--- src/hdl/dsgpm_queue.sv ---
// Short register FIFO between the front and back ends.
`timescale 1ns / 1ps

module dsgpm_queue #(
  parameter int unsigned WIDTH = 8,
  parameter int unsigned DEPTH = 2
) (
  input  logic             clk_i,
  input  logic             rst_ni,
  input  logic             push_valid_i,
  output logic             push_ready_o,
  input  logic [WIDTH-1:0] push_data_i,
  output logic             pop_valid_o,
  input  logic             pop_ready_i,
  output logic [WIDTH-1:0] pop_data_o
);
  localparam int unsigned PTR_W = (DEPTH > 1) ? $clog2(DEPTH) : 1;
  localparam int unsigned CNT_W = $clog2(DEPTH + 1);

  logic [WIDTH-1:0] mem_q [DEPTH];
  logic [PTR_W-1:0] wr_q, rd_q;
  logic [CNT_W-1:0] cnt_q;
  logic             do_push, do_pop;

  assign push_ready_o = (cnt_q != CNT_W'(DEPTH));
  assign pop_valid_o  = (cnt_q != '0);
  assign do_push      = push_valid_i & push_ready_o;
  assign do_pop       = pop_valid_o & pop_ready_i;
  assign pop_data_o   = mem_q[rd_q];

  always_ff @(posedge clk_i or negedge rst_ni) begin
    if (!rst_ni) begin
      wr_q  <= '0;
      rd_q  <= '0;
      cnt_q <= '0;
    end else begin
      if (do_push) begin
        wr_q <= (wr_q == PTR_W'(DEPTH - 1)) ? '0 : wr_q + PTR_W'(1);
      end
      if (do_pop) begin
        rd_q <= (rd_q == PTR_W'(DEPTH - 1)) ? '0 : rd_q + PTR_W'(1);
      end
      if (do_push && !do_pop) begin
        cnt_q <= cnt_q + CNT_W'(1);
      end else if (do_pop && !do_push) begin
        cnt_q <= cnt_q - CNT_W'(1);
      end
    end
  end

  always_ff @(posedge clk_i) begin
    if (do_push) begin
      mem_q[wr_q] <= push_data_i;
    end
  end

endmodule

--- config.mk ---
export PLATFORM = sky130hd
export DESIGN_NAME = dsgpm_queue
export DESIGN_NICKNAME = d
export VERILOG_FILES = /design/src/hdl/dsgpm_queue.sv
export SDC_FILE = /design/constraint.sdc
export NUM_CORES = 1
export LEC_CHECK = 0
export CORE_AREA = 2 2 43 45
export CTS_CLUSTER_DIAMETER = 50
export DETAILED_ROUTE_END_ITERATION = 10
export DIE_AREA = 0 0 45 47
export DONT_BUFFER_PORTS = 1
export MAX_ROUTING_LAYER = met4
export SLEW_MARGIN = 20
export SYNTH_ARGS = -nofsm -noshare
export SYNTH_HDL_FRONTEND = slang
export SYNTH_SLANG_ARGS = --single-unit
--- constraint.sdc ---
create_clock -name clk_i -period 2.3 [get_ports clk_i]
set_clock_uncertainty 0.15 [all_clocks]
set_input_delay 0.115 -clock clk_i [delete_from_list [all_inputs] [get_ports clk_i]]
set_output_delay 0.115 -clock clk_i [all_outputs]
set_load 0.02 [all_outputs]
==> flow_summary.ini, run 1 <==
[setup_path]
worstSetupPathType = flip-flop to flip-flop
end_kind = flip-flop
r2r_cells = 7
reg2reg_slack_ns = 0.59
worstSetupStartpoint = cnt_q[0]
crit_fanout = 4
cp.required_ns = 2.36
startpoint_type = flip-flop
arrival_ns = 1.77
r2r-start = cnt_q[0]

[cts]
tritoncts = yes
cts_made_buffers = 3
worst_skew_pair.late_latency_ns = 0.28
cts_buffer_depth = 2
cts-htree-levels = 1
clk_pin_slew_ns = 0.10
cts_setup_buffers = 0
cts.sink_count = 20
root_buffer = clkbuf_4

[logic_synthesis]
synth_seq_area_share = 0.738
synthesis.nets = 56
synth.avg_cell_area_um2 = 18.3
yosysWarnings = 0
syn_inst = 43
synth-seq-cells = 20
synth_cell_types = 14
synth_area_um2 = 787

[finish]
stdcell_area_um2 = 957
nets = 73
fin_util = 0.580
syn2layout_area_growth_pct = 21.6
diodes = 0
drive_gt1_frac = 0.254
multi_input_area_um2 = 198
nFillCells = 134
regArea_um2 = 581
stdcell_count = 76

[pwr]
leakage_nw = 0.358
peakVddDrop_uv = 778
sw_frac_of_total = 0.357
p_int_mw = 0.748
p_clk_frac = 0.137
switchingPower_mw = 0.415
combinationalPowerShare = 0.361
pwr-share-seq = 0.502
power.density_nw_per_um2 = 1220

[placed_design]
post-dp-hpwl_um = 876
place_inst = 60
placed_area_um2 = 811
port_buffers = 0
place_congestion = 0.646

[min_path]
min_path_type = input pin to flip-flop
min_from = push_valid_i
whs_path_depth = 1

[die]
die-height_um = 47
core-area_um2 = 1650
rows = 15
io_pins = 22
die_area_um2 = 2120
start_util = 0.477
die_width_um = 45

[routing]
dr.pass1.iters = 2
drt_iter0_markers = 3
via_count = 387
wl_per_cell_um = 15.3
routed_wirelength_um = 1170
drc_errors = 0
ant_nets = 0
vias_per_cell = 5.09

[sta]
setup_violations = 0
rsz0062_at_grt = no
timing_hold_violations_final = 0
fin_crit_sh = 0.741
fin_crit_ns = 1.71
whs_ns = 0.142
tightest_slew_ns = 0.383
setup_tns_ns = 0
timing.fmax_mhz = 586
final_max_slew_viol_count = 0
max_slew_margin = 0.745

[global_route]
grt_pass1_wl_um = 1760
grt_max_degree = 12
groute.usage.overall = 0.130
antenna_found_initial = 0
grt_overflow_total = 0
grt_pass1_vias = 418

[run_status]
outcome = completed

[job]
cap_violations = 0
cells in the mapped netlist, drive strengths merged:
| cell type | n | area, µm² |
|---|---|---|
| edfxtp | 16 | 480 |
| mux2 | 8 | 90.1 |
| dfrtp | 4 | 100 |
| xnor2 | 3 | 26.3 |
| nand2 | 2 | 15.0 |
| nor2 | 2 | 7.51 |
| xor2 | 2 | 17.5 |
| and3 | 1 | 6.26 |
| buf | 1 | 5.00 |
| ha | 1 | 12.5 |
| inv | 1 | 3.75 |
| nand2b | 1 | 13.8 |
| or2 | 1 | 8.76 |
state kept, by name, indices dropped and copies added (netlist names):
signal / count
cnt_q: 2
mem_q: 16
rd_q: 1
wr_q: 1
critical path, cell delays in order, from the launching register on:
cell and delay [ns]:
dfrtp_1 0.44, nand2b_4 0.20, nand2_1 0.15, inv_1 0.06
ha_1 0.19, xor2_1 0.15, nor2_1 0.11, xor2_1 0.18
final cells by class:
| class | instances | share of cell area |
|---|---|---|
| clock buffer | 3 | 0.0235 |
| multi-input combinational | 21 | 0.207 |
| sequential | 20 | 0.607 |
| clock inverter | 1 | 0.00392 |
| timing repair buffer | 13 | 0.133 |
| inverter | 1 | 0.00392 |
| tap | 17 | 0.0222 |
power groups by stage:
stage                     combinational (mW)  sequential [mW]  clock [mW]
after floorplan                        0.378            0.551           0
after global placement                 0.385            0.584           0
after detailed placement               0.403            0.596           0
after CTS                              0.424            0.588       0.165
after global routing                   0.450            0.598       0.191
final                                  0.420            0.583       0.160
through the flow:
stage	power [mW]	worst slack, ns
2_1_floorplan	0.929	0.735
3_3_place_gp	0.970	0.711
3_5_place_dp	0.999	0.589
4_1_cts	1.18	0.577
5_1_grt	1.24	0.470
6_report	1.16	0.595
routing by layer:
layer	up-vias	track usage	part of all wire
li1	186	-	-
met1	188	0.120	0.33
met2	13	0.243	0.59
met3	0	0.0538	0.075
met4	0	0.0353	0
met5	-	-	0
path summary, 6_finish.rpt:
kind | end
worst max-delay path | cnt_q[1]
worst min-delay path | mem_q[1][2]
worst max register to register | cnt_q[1]
worst min register to register | wr_q
max in group asynchronous | rd_q
min in group asynchronous | wr_q
timing repair:
action,in CTS,in global routing
hold buffers,12,0
endpoints found under the hold margin,23,0
resized for setup,0,0
cells in the final DEF (no fill, tap or decap):
cell and instances:
inv_1 1, dfrtp_1 4, edfxtp_1 16, and3_1 1
buf_4 1, clkbuf_4 3, nor2_1 2, mux2_2 8
or2_4 1, ha_1 1, nand2b_4 1, xor2_1 2
dlygate4sd3_1 12, nand2_1 1, nand2_4 1, xnor2_1 3
clkinv_1 1
cells by family after synthesis:
| kind of cell | share of synthesized area |
|---|---|
| adder cells (fa/ha/maj) | 0.0159 |
| XOR/XNOR | 0.0557 |
| buffers and inverters | 0.0111 |
| AND/OR/NAND/NOR | 0.0652 |
| flip-flops | 0.738 |
| multiplexers | 0.114 |
No activity file was read; power rests on OpenSTA's default activity.
==> run 2: changes to the inputs <==
Clock period 2.3 ns to 1.7 ns, I/O delays scaled along.
==> flow_summary.ini, run 2 (same netlist as run 1, synthesis figures left out) <==
[run_status]
outcome = completed

[routing]
drt_iter0_markers = 1
drc_errors = 0
vias_per_cell = 4.98
via_count = 403
wl_per_cell_um = 15.2
ant_nets = 0
routed_wirelength_um = 1230
dr.pass1.iters = 2

[sta]
fin_ws_ns = 0.0611
tightest_slew_ns = 0.373
setup_violations = 0
max_slew_margin = 0.752
timing_hold_violations_final = 0
fin_crit_sh = 0.964
timing.fmax_mhz = 610
fin_crit_ns = 1.64
final_max_slew_viol_count = 0
whs_ns = 0.109

[finish]
largest_register = mem_q
reg_top3 = mem_q: 16 flops, cnt_q: 2 flops
syn2layout_area_growth_pct = 29.3
nets = 78
mostFrequentLayoutCells = 16 x edfxtp_1, 12 x dlygate4sd3_1, 8 x mux2_2
drive_gt1_frac = 0.406
largest_reg_flops = 16
diodes = 0
final_common_cell = edfxtp_1
nFillCells = 121
stdcell_count = 81

[cts]
cts_made_buffers = 3
tritoncts = yes
cts-htree-levels = 1
worst_skew_pair.late_latency_ns = 0.28
cts_buffer_depth = 2
root_buffer = clkbuf_4
clk_pin_slew_ns = 0.10
cts.sink_count = 20

[placed_design]
place_inst = 61
place_congestion = 0.646
pre_cts_ws_ns = 0.0486
port_buffers = 0

[global_route]
antenna_found_initial = 0
grt_pass1_vias = 412
met3_usage = 0.0385
use_met1 = 0.103
grt_overflow_total = 0
grt_max_degree = 12
busiest_layer = met2
grt_util_met2 = 0.246
groute.usage.overall = 0.121
grt_pass1_wl_um = 1650

[setup_path]
reg2reg_slack_ns = 0.06
crit_buf_inv = 0
cp_slowest_stage_delay_ns = 0.46
startpoint_type = flip-flop
end_kind = flip-flop
worstSetupPathType = flip-flop to flip-flop
cp.required_ns = 1.73
critPathTopFamily = flip-flops
r2r-end = cnt_q[1]
r2r_cells = 6
worstSetupStartpoint = cnt_q[1]
crit_fanout = 3
cp_cell_sequence = or2_4 > nand2_4 > ha_2 > xor2_2 > nor2_2 > xor2_1
arrival_ns = 1.66
r2r-start = cnt_q[1]
cp_slowest_cell = dfrtp_2

[min_path]
min_path_type = input pin to flip-flop
whs_path_depth = 1
min_from = push_valid_i
min_to = mem_q[1][5]

[die]
start_util = 0.477
die_width_um = 45
die-height_um = 47
rows = 15
core-area_um2 = 1650
io_pins = 22
die_area_um2 = 2120

[job]
cap_violations = 0

[pwr]
peakVddDrop_uv = 1120
leakage_nw = 0.383
power.density_nw_per_um2 = 1660
==> run 2: cell types whose count changed in the layout (fill, tap and decap cells not counted), sizes merged <==
cell	change
buf	+5
==> run 2: layout make-up <==
type                    count  area, µm²  area share
clock buffers               3       22.5      0.0221
flip-flops and latches     20        583       0.573
multi-input cells          21        218       0.214
well taps                  17       21.3      0.0209
inverters                   1       3.75     0.00369
repair buffers             18        165       0.162
clock inverters             1       3.75     0.00369
==> run 2: timing repair <==
item                                   4_1_cts  5_1_grt
resized for setup                            0        7
setup buffers                                0        4
endpoints found under the hold margin       23        0
setup endpoints to repair                    0        1
hold buffers                                12        0
==> run 2: metal layers <==
layer | vias up | routed length [µm]
li1 | 198 | -
met1 | 192 | 432
met2 | 13 | 722
met3 | 0 | 79
met4 | 0 | 0
met5 | - | 0
==> run 2: worst max-delay path by stage <==
stage	endpoint	slack, ns	cells past startpoint
finish	cnt_q[1]	0.06	6
global route	cnt_q[1]	-0.003	6
CTS	cnt_q[1]	0.02	7
detailed placement	cnt_q[1]	0.05	7
global placement	cnt_q[1]	0.15	6
floorplan	mem_q[0][0]	0.13	3
==> run 2: worst register-to-register path: cells and delay by family (launching register included) <==
kind	cells	cell delay, ns
and+or+nand+nor	3	0.43
DFF	1	0.46
adders and majority gates	1	0.19
xor gates and xnor gates	2	0.30
==> run 2: power breakdown <==
part / switching (mW) / internal, mW
Sequential: 0.101 / 0.689
Clock: 0.129 / 0.0851
Combinational: 0.367 / 0.322
==> run 2: through the flow <==
step | power, mW | setup TNS, ns | cell area [µm²] | util
3_3_place_gp | 1.32 | 0 | 818 | 0.495
4_1_cts | 1.60 | 0 | 965 | 0.584
3_5_place_dp | 1.36 | 0 | 818 | 0.495
2_1_floorplan | 1.26 | 0 | 787 | -
5_1_grt | 1.79 | -0.00310 | 1020 | 0.616
6_report | 1.69 | 0 | 1020 | 0.616
