**config.mk**
```make
export PLATFORM = sky130hd
export DESIGN_NAME = dsgpm_front_flat
export DESIGN_NICKNAME = d
export VERILOG_FILES = /design/src/hdl/dsgpm_pkg.sv /design/src/hdl/dsgpm_in_if.sv /design/src/hdl/dsgpm_front.sv /design/src/flat_wrapper.sv
export SDC_FILE = /design/constraint.sdc
export NUM_CORES = 1
export LEC_CHECK = 0
export BUFFER_PORTS_ARGS = -buffer_cell sky130_fd_sc_hd__buf_2
export CORE_MARGIN = 5
export CORE_UTILIZATION = 40
export CTS_CLUSTER_SIZE = 40
export DETAILED_ROUTE_END_ITERATION = 12
export HOLD_SLACK_MARGIN = 0.1
export PLACE_DENSITY_LB_ADDON = 0.12
export SYNTH_ARGS = -nofsm -noshare
export SYNTH_HDL_FRONTEND = slang
export SYNTH_SLANG_ARGS = --single-unit
```
**constraint.sdc**
```tcl
create_clock -name clk_i -period 20.4 [get_ports clk_i]
set_input_delay 4.08 -clock clk_i [delete_from_list [all_inputs] [get_ports clk_i]]
set_output_delay 4.08 -clock clk_i [all_outputs]
set_load 0.02 [all_outputs]
```
**src/hdl/dsgpm_pkg.sv**
```systemverilog
// Shared constants and types for the dual gain/pan mixer.
`timescale 1ns / 1ps

package dsgpm_pkg;

  localparam int unsigned SAMPLE_BITS_DEF    = 24;
  localparam int unsigned DB_TABLE_DEPTH_DEF = 256;
  localparam int unsigned QUEUE_DEPTH        = 2;

  localparam int unsigned DB_W   = 16;
  localparam int unsigned ENV_W  = 16;
  localparam int unsigned PAN_W  = 4;
  localparam int unsigned PAD_W  = 16;
  localparam int unsigned TAB_W  = 24;
  localparam int unsigned SMTH_W = 32;

  localparam int unsigned CFG_DATA_W = 16;
  localparam int unsigned CFG_IDX_W  = 3;

  // smoothing step 0.001 in Q20, dB to octaves in Q24
  localparam int SMOOTH_K   = 1049;
  localparam int OCT_PER_DB = 10885;

  typedef longint unsigned u64_t;

  localparam u64_t LN2_Q32 = 64'd2977044472;

  typedef enum logic [CFG_IDX_W-1:0] {
    CFG_UPPER_PAN  = 3'd0,
    CFG_LOWER_PAN  = 3'd1,
    CFG_UPPER_GAIN = 3'd2,
    CFG_LOWER_GAIN = 3'd3,
    CFG_PAD_GAIN   = 3'd4
  } cfg_idx_e;

  typedef enum logic [3:0] {
    BK_IDLE,
    BK_GAIN_S,
    BK_GAIN_L,
    BK_PAD,
    BK_MANT,
    BK_ENV,
    BK_ROUND,
    BK_MIX,
    BK_LAYER,
    BK_PAN_SUM,
    BK_PAN_MUL,
    BK_PAN_DIV,
    BK_OUT
  } back_state_e;

endpackage

```
**src/hdl/dsgpm_in_if.sv**
```systemverilog
// Input channel: one beat carries both samples, envelope, targets and restart.
`timescale 1ns / 1ps

interface dsgpm_in_if #(
  parameter int unsigned SAMPLE_BITS = dsgpm_pkg::SAMPLE_BITS_DEF
);
  logic                                valid;
  logic                                ready;
  logic signed [SAMPLE_BITS-1:0]       upper_in;
  logic signed [SAMPLE_BITS-1:0]       lower_in;
  logic        [dsgpm_pkg::ENV_W-1:0]  envelope;
  logic signed [dsgpm_pkg::DB_W-1:0]   target_upper_db;
  logic signed [dsgpm_pkg::DB_W-1:0]   target_lower_db;
  logic                                restart;

  modport source (
    output valid, upper_in, lower_in, envelope, target_upper_db, target_lower_db, restart,
    input  ready
  );
  modport sink (
    input  valid, upper_in, lower_in, envelope, target_upper_db, target_lower_db, restart,
    output ready
  );
endinterface

```
**src/hdl/dsgpm_front.sv**
```systemverilog
// Front end: accepts input beats, runs both one-pole dB smoothers, queues the work.
`timescale 1ns / 1ps

module dsgpm_front #(
  parameter int unsigned SAMPLE_BITS = dsgpm_pkg::SAMPLE_BITS_DEF
) (
  input  logic                                 clk_i,
  input  logic                                 rst_ni,
  dsgpm_in_if.sink                             in_i,
  output logic                                 push_valid_o,
  input  logic                                 push_ready_i,
  output logic signed [SAMPLE_BITS-1:0]        upper_in_o,
  output logic signed [SAMPLE_BITS-1:0]        lower_in_o,
  output logic        [dsgpm_pkg::ENV_W-1:0]   envelope_o,
  output logic signed [dsgpm_pkg::DB_W-1:0]    smoothed_upper_db_o,
  output logic signed [dsgpm_pkg::DB_W-1:0]    smoothed_lower_db_o
);
  import dsgpm_pkg::*;

  logic signed [SMTH_W-1:0] su_q, su_d;
  logic signed [SMTH_W-1:0] sl_q, sl_d;
  logic                     accept;

  // s + floor((t*2^16 - s) * k / 2^20)
  function automatic logic signed [SMTH_W-1:0] smooth_step(
    input logic signed [SMTH_W-1:0] s,
    input logic signed [DB_W-1:0]   t
  );
    logic signed [SMTH_W:0]    diff;
    logic signed [SMTH_W+12:0] prod;
    diff = (SMTH_W+1)'($signed({t, 16'h0000})) - (SMTH_W+1)'(s);
    prod = (SMTH_W+13)'(diff) * (SMTH_W+13)'(SMOOTH_K);
    return s + SMTH_W'($signed(prod[SMTH_W+12:20]));
  endfunction

  assign in_i.ready   = push_ready_i;
  assign accept       = in_i.valid & push_ready_i;
  assign push_valid_o = in_i.valid;

  always_comb begin
    su_d = smooth_step(in_i.restart ? '0 : su_q, in_i.target_upper_db);
    sl_d = smooth_step(in_i.restart ? '0 : sl_q, in_i.target_lower_db);
  end

  assign upper_in_o          = in_i.upper_in;
  assign lower_in_o          = in_i.lower_in;
  assign envelope_o          = in_i.envelope;
  assign smoothed_upper_db_o = su_d[SMTH_W-1 -: DB_W];
  assign smoothed_lower_db_o = sl_d[SMTH_W-1 -: DB_W];

  always_ff @(posedge clk_i or negedge rst_ni) begin
    if (!rst_ni) begin
      su_q <= '0;
      sl_q <= '0;
    end else if (accept) begin
      su_q <= su_d;
      sl_q <= sl_d;
    end
  end

endmodule

```
**src/flat_wrapper.sv**
```systemverilog
// flat-port wrapper written by rule: the top's interface ports become plain ports
module dsgpm_front_flat import dsgpm_pkg::*;
#(
  parameter int unsigned SAMPLE_BITS = dsgpm_pkg::SAMPLE_BITS_DEF
)
  (clk_i, rst_ni, push_valid_o, push_ready_i, upper_in_o, lower_in_o, envelope_o, smoothed_upper_db_o, smoothed_lower_db_o, in_i_valid, in_i_upper_in, in_i_lower_in, in_i_envelope, in_i_target_upper_db, in_i_target_lower_db, in_i_restart, in_i_ready);
  dsgpm_in_if #(.SAMPLE_BITS(SAMPLE_BITS)) in_i_i ();
  input  logic clk_i;
  input  logic rst_ni;
  output logic push_valid_o;
  input  logic push_ready_i;
  output logic signed [SAMPLE_BITS-1:0] upper_in_o;
  output logic signed [SAMPLE_BITS-1:0] lower_in_o;
  output logic        [dsgpm_pkg::ENV_W-1:0] envelope_o;
  output logic signed [dsgpm_pkg::DB_W-1:0] smoothed_upper_db_o;
  output logic signed [dsgpm_pkg::DB_W-1:0] smoothed_lower_db_o;
  input wire logic [$bits(in_i_i.valid)-1:0] in_i_valid;
  input wire logic [$bits(in_i_i.upper_in)-1:0] in_i_upper_in;
  input wire logic [$bits(in_i_i.lower_in)-1:0] in_i_lower_in;
  input wire logic [$bits(in_i_i.envelope)-1:0] in_i_envelope;
  input wire logic [$bits(in_i_i.target_upper_db)-1:0] in_i_target_upper_db;
  input wire logic [$bits(in_i_i.target_lower_db)-1:0] in_i_target_lower_db;
  input wire logic [$bits(in_i_i.restart)-1:0] in_i_restart;
  output wire logic [$bits(in_i_i.ready)-1:0] in_i_ready;
  assign in_i_i.valid = in_i_valid;
  assign in_i_i.upper_in = in_i_upper_in;
  assign in_i_i.lower_in = in_i_lower_in;
  assign in_i_i.envelope = in_i_envelope;
  assign in_i_i.target_upper_db = in_i_target_upper_db;
  assign in_i_i.target_lower_db = in_i_target_lower_db;
  assign in_i_i.restart = in_i_restart;
  assign in_i_ready = in_i_i.ready;
  dsgpm_front #(.SAMPLE_BITS(SAMPLE_BITS)) u_core (.clk_i(clk_i), .rst_ni(rst_ni), .in_i(in_i_i), .push_valid_o(push_valid_o), .push_ready_i(push_ready_i), .upper_in_o(upper_in_o), .lower_in_o(lower_in_o), .envelope_o(envelope_o), .smoothed_upper_db_o(smoothed_upper_db_o), .smoothed_lower_db_o(smoothed_lower_db_o));
endmodule
```
==> results by group <==
Run status
  – Status: complete, no violations

Drt
  – Remaining DRCs: 0
  – Iter 0 DRT Violations: 527
  – DR vias/cell: 5.19
  – Vias: 13900
  – WL/cell: 16.2 um
  – Drt pass-1 iters: 4
  – Drt total wl: 43400 um
  – Post-route ant nets: 0

Layout
  – Final #Nets: 2735
  – Fraction of layout cells with a size suffix above 1: 8.21%
  – Antenna Cells: 0
  – Layout area overhead: 3.28%
  – Fin cells: 2684

GRT
  – Tot GR Track Use: 17.4%
  – Vias in the first global route: 14300
  – First-pass GRT wire length: 72700 um
  – Grt total ovfl: 0
  – Largest net degree at the start of global routing: 94
  – Initial antenna violation count: 0

Clocking
  – Num Clock Sinks: 64
  – Post-cts resize count: 0
  – Clock tree root buffer cell: clkbuf_16
  – TritonCTS clock tree: yes
  – CTS Hold Bufs: 0
  – H-tree levels: 3
  – Post-CTS Setup Bufs: 0
  – Worst skew pair latency: 0.32 ns
  – Clk slew on worst S/H paths: 0.05 ns
  – Clock Tree Buf Depth: 2
  – CTS Buf Count: 9

Critical path
  – CP Launch Type: input pin
  – Worst r2r src: u_core.su_q[2]$_DFFE_PN0P_
  – CP Max Fanout: 39
  – CP most frequent cell: ha_1
  – Worst Path Required: 16.32 ns
  – CP delay by family, top: compound AO/OA/AOI/OAI gates
  – CP Capture Type: output port
  – Crit path buf inv count: 6
  – WP data arrival: 14.51 ns
  – Worst setup path start: in_i_restart
  – Crit path kind: input pin to output port
  – Max incr delay on CP: 0.81 ns
  – Max stage delay cell, worst path: xnor2_1

Worst hold path
  – Worst hold start: u_core.sl_q[27]$_DFFE_PN0P_
  – Hold Path Class: flop to flop

Timing
  – Post-route clock skew: 0.00877 ns
  – Rel. slew slack: 30.3%
  – Unrepaired setup endpoints after global routing: no
  – Max Fclk: 0.0538 GHz
  – Fin Setup TNS: 0 ns
  – Setup slack after layout: 1.81 ns
  – Final worst-path cycle share: 91.1%
  – Max-slew violations: 0
  – Min Tclk post-route: 18.59 ns
  – Slew @ Worst Pin: 1.04 ns
  – Final-report hold violation count: 0
  – # setup viols final: 0

Yosys
  – Top post-synthesis cells by area: ha_1, fa_1, dfrtp_1, inv_1, xnor2_1
  – Seq/Total Area, Yosys: 8.71%
  – Post-synth EDFFs: 0
  – Mapped cell area: 18400 um^2
  – Synth top area share: 29.7%
  – FFs w/ async S/R, synth: 100%
  – Synth cell types: 79
  – Avg Inst Size Synth: 8.68 um^2
  – Most frequent cell after synthesis: ha_1
  – Synth top cells by count: ha_1, inv_1, nand2_1
  – Synth Register Bits: 64
  – Post-synthesis cell count: 2117
  – Syn nets: 2770
  – Yosys top cell by area: ha_1
  – Most used DFF post-synth: dfrtp_1
  – Syn. warnings: 0

Floorplanning
  – Initial Utilization: 40.5%
  – Ports: 199
  – Die H: 224 um
  – Die ar.: 50300 um^2
  – Num rows: 78
  – Chip width: 224 um
  – Core Region: 45400 um^2

Place
  – DP HPWL: 37400 um
  – GPL Wtd Cong: 0.837
  – Pre-CTS setup slack: 1.91 ns
  – Dpl cells: 2671
  – Buffers on Ports: 70

Flow run
  – Max capacitance violation total: 0
==> routing by layer <==
metal  share of wire, %  GRT usage, %  vias to the layer above
met3                3.8          3.08                       42
met2                 47          29.6                      216
met1                 48          23.6                     6628
met5                  0             0                        -
li1                   -             -                     7052
met4                1.5          2.49                        0
==> cells in the final DEF (no fill, tap or decap), types with 6 or more instances in the layout <==
master     instances
a211oi_1          11
a21o_1            78
a21oi_1          121
a31o_2             6
a31oi_1            7
and2_1            12
and3_1             7
buf_2             70
buf_4             10
clkbuf_16          9
dfrtp_1           64
fa_1             116
ha_1             436
inv_1            316
mux2_2            41
nand2_1          130
nand2b_1          13
nand3_1           18
nand4_1           14
nor2_1            95
nor2b_1           40
nor3_1            34
nor4_1             9
o211ai_1           9
o21a_1            24
o21ai_0           75
o21bai_1          11
o31ai_1           11
or3_1             11
xnor2_1          115
xor2_1            74
==> state kept, by name, summed over array words and instances, names as in the netlist <==
name         count
u_core.sl_q     32
u_core.su_q     32
==> worst paths after layout <==
path                       slack (ns)  cells after the start                           to
max                              1.81                     42      smoothed_upper_db_o[15]
min                              0.48                      2  u_core.sl_q[27]$_DFFE_PN0P_
max reg2reg                     10.18                     37  u_core.su_q[31]$_DFFE_PN0P_
min reg2reg                      0.48                      2  u_core.sl_q[27]$_DFFE_PN0P_
max in group asynchronous       15.90                      2   u_core.su_q[5]$_DFFE_PN0P_
min in group asynchronous        3.92                      2  u_core.sl_q[27]$_DFFE_PN0P_
==> through the flow <==
| step | hold slack (ns) | area, um^2 | util [%] |
|---|---|---|---|
| 3_3_place_gp | 0.475 | 18700 | 41.3 |
| 3_5_place_dp | 0.475 | 18700 | 41.3 |
| 2_1_floorplan | 0.449 | 18400 | - |
| 4_1_cts | 0.489 | 19000 | 41.8 |
| 5_1_grt | 0.510 | 19000 | 41.8 |
| 6_report | 0.485 | 19000 | 41.8 |
==> worst reg2reg max path, delay by kind of cell (launching register included) <==
| kind | cells | cell delay (ns) |
|---|---|---|
| buffers and inverters | 2 | 0.09 |
| adder cells (fa/ha/maj) | 7 | 2.63 |
| AND/OR/NAND/NOR | 6 | 1.37 |
| flip-flops | 1 | 0.43 |
| AO/OA/AOI/OAI | 18 | 4.06 |
| XOR/XNOR | 3 | 1.21 |
| multiplexers | 1 | 0.33 |
==> cell type report <==
class | count | area, um^2
fillers | 4620 | 26400
multi-input cells | 1611 | 14800
flip-flops and latches | 64 | 1600
inverters | 316 | 1190
well taps | 600 | 751
repair buffers | 80 | 425
clock buffers | 12 | 256
clock inverters | 1 | 5.00
==> kinds of logic (layout without fill, tap and decap cells) <==
| logic type | count (synthesis) | in the layout | synth area share [%] |
|---|---|---|---|
| DFF | 64 | 64 | 8.71 |
| muxes | 47 | 47 | 2.90 |
| adders and majority gates | 552 | 552 | 42.3 |
| and+or+nand+nor | 406 | 406 | 10.7 |
| AOI/OAI and AO/OA | 414 | 414 | 15.1 |
| xor gates and xnor gates | 192 | 192 | 9.27 |
| buffers and inverters | 442 | 409 | 11.0 |
Power is left out: the tool's default activity adds up to more than one toggle a clock period on the data nets, which glitch-free logic cannot reach.
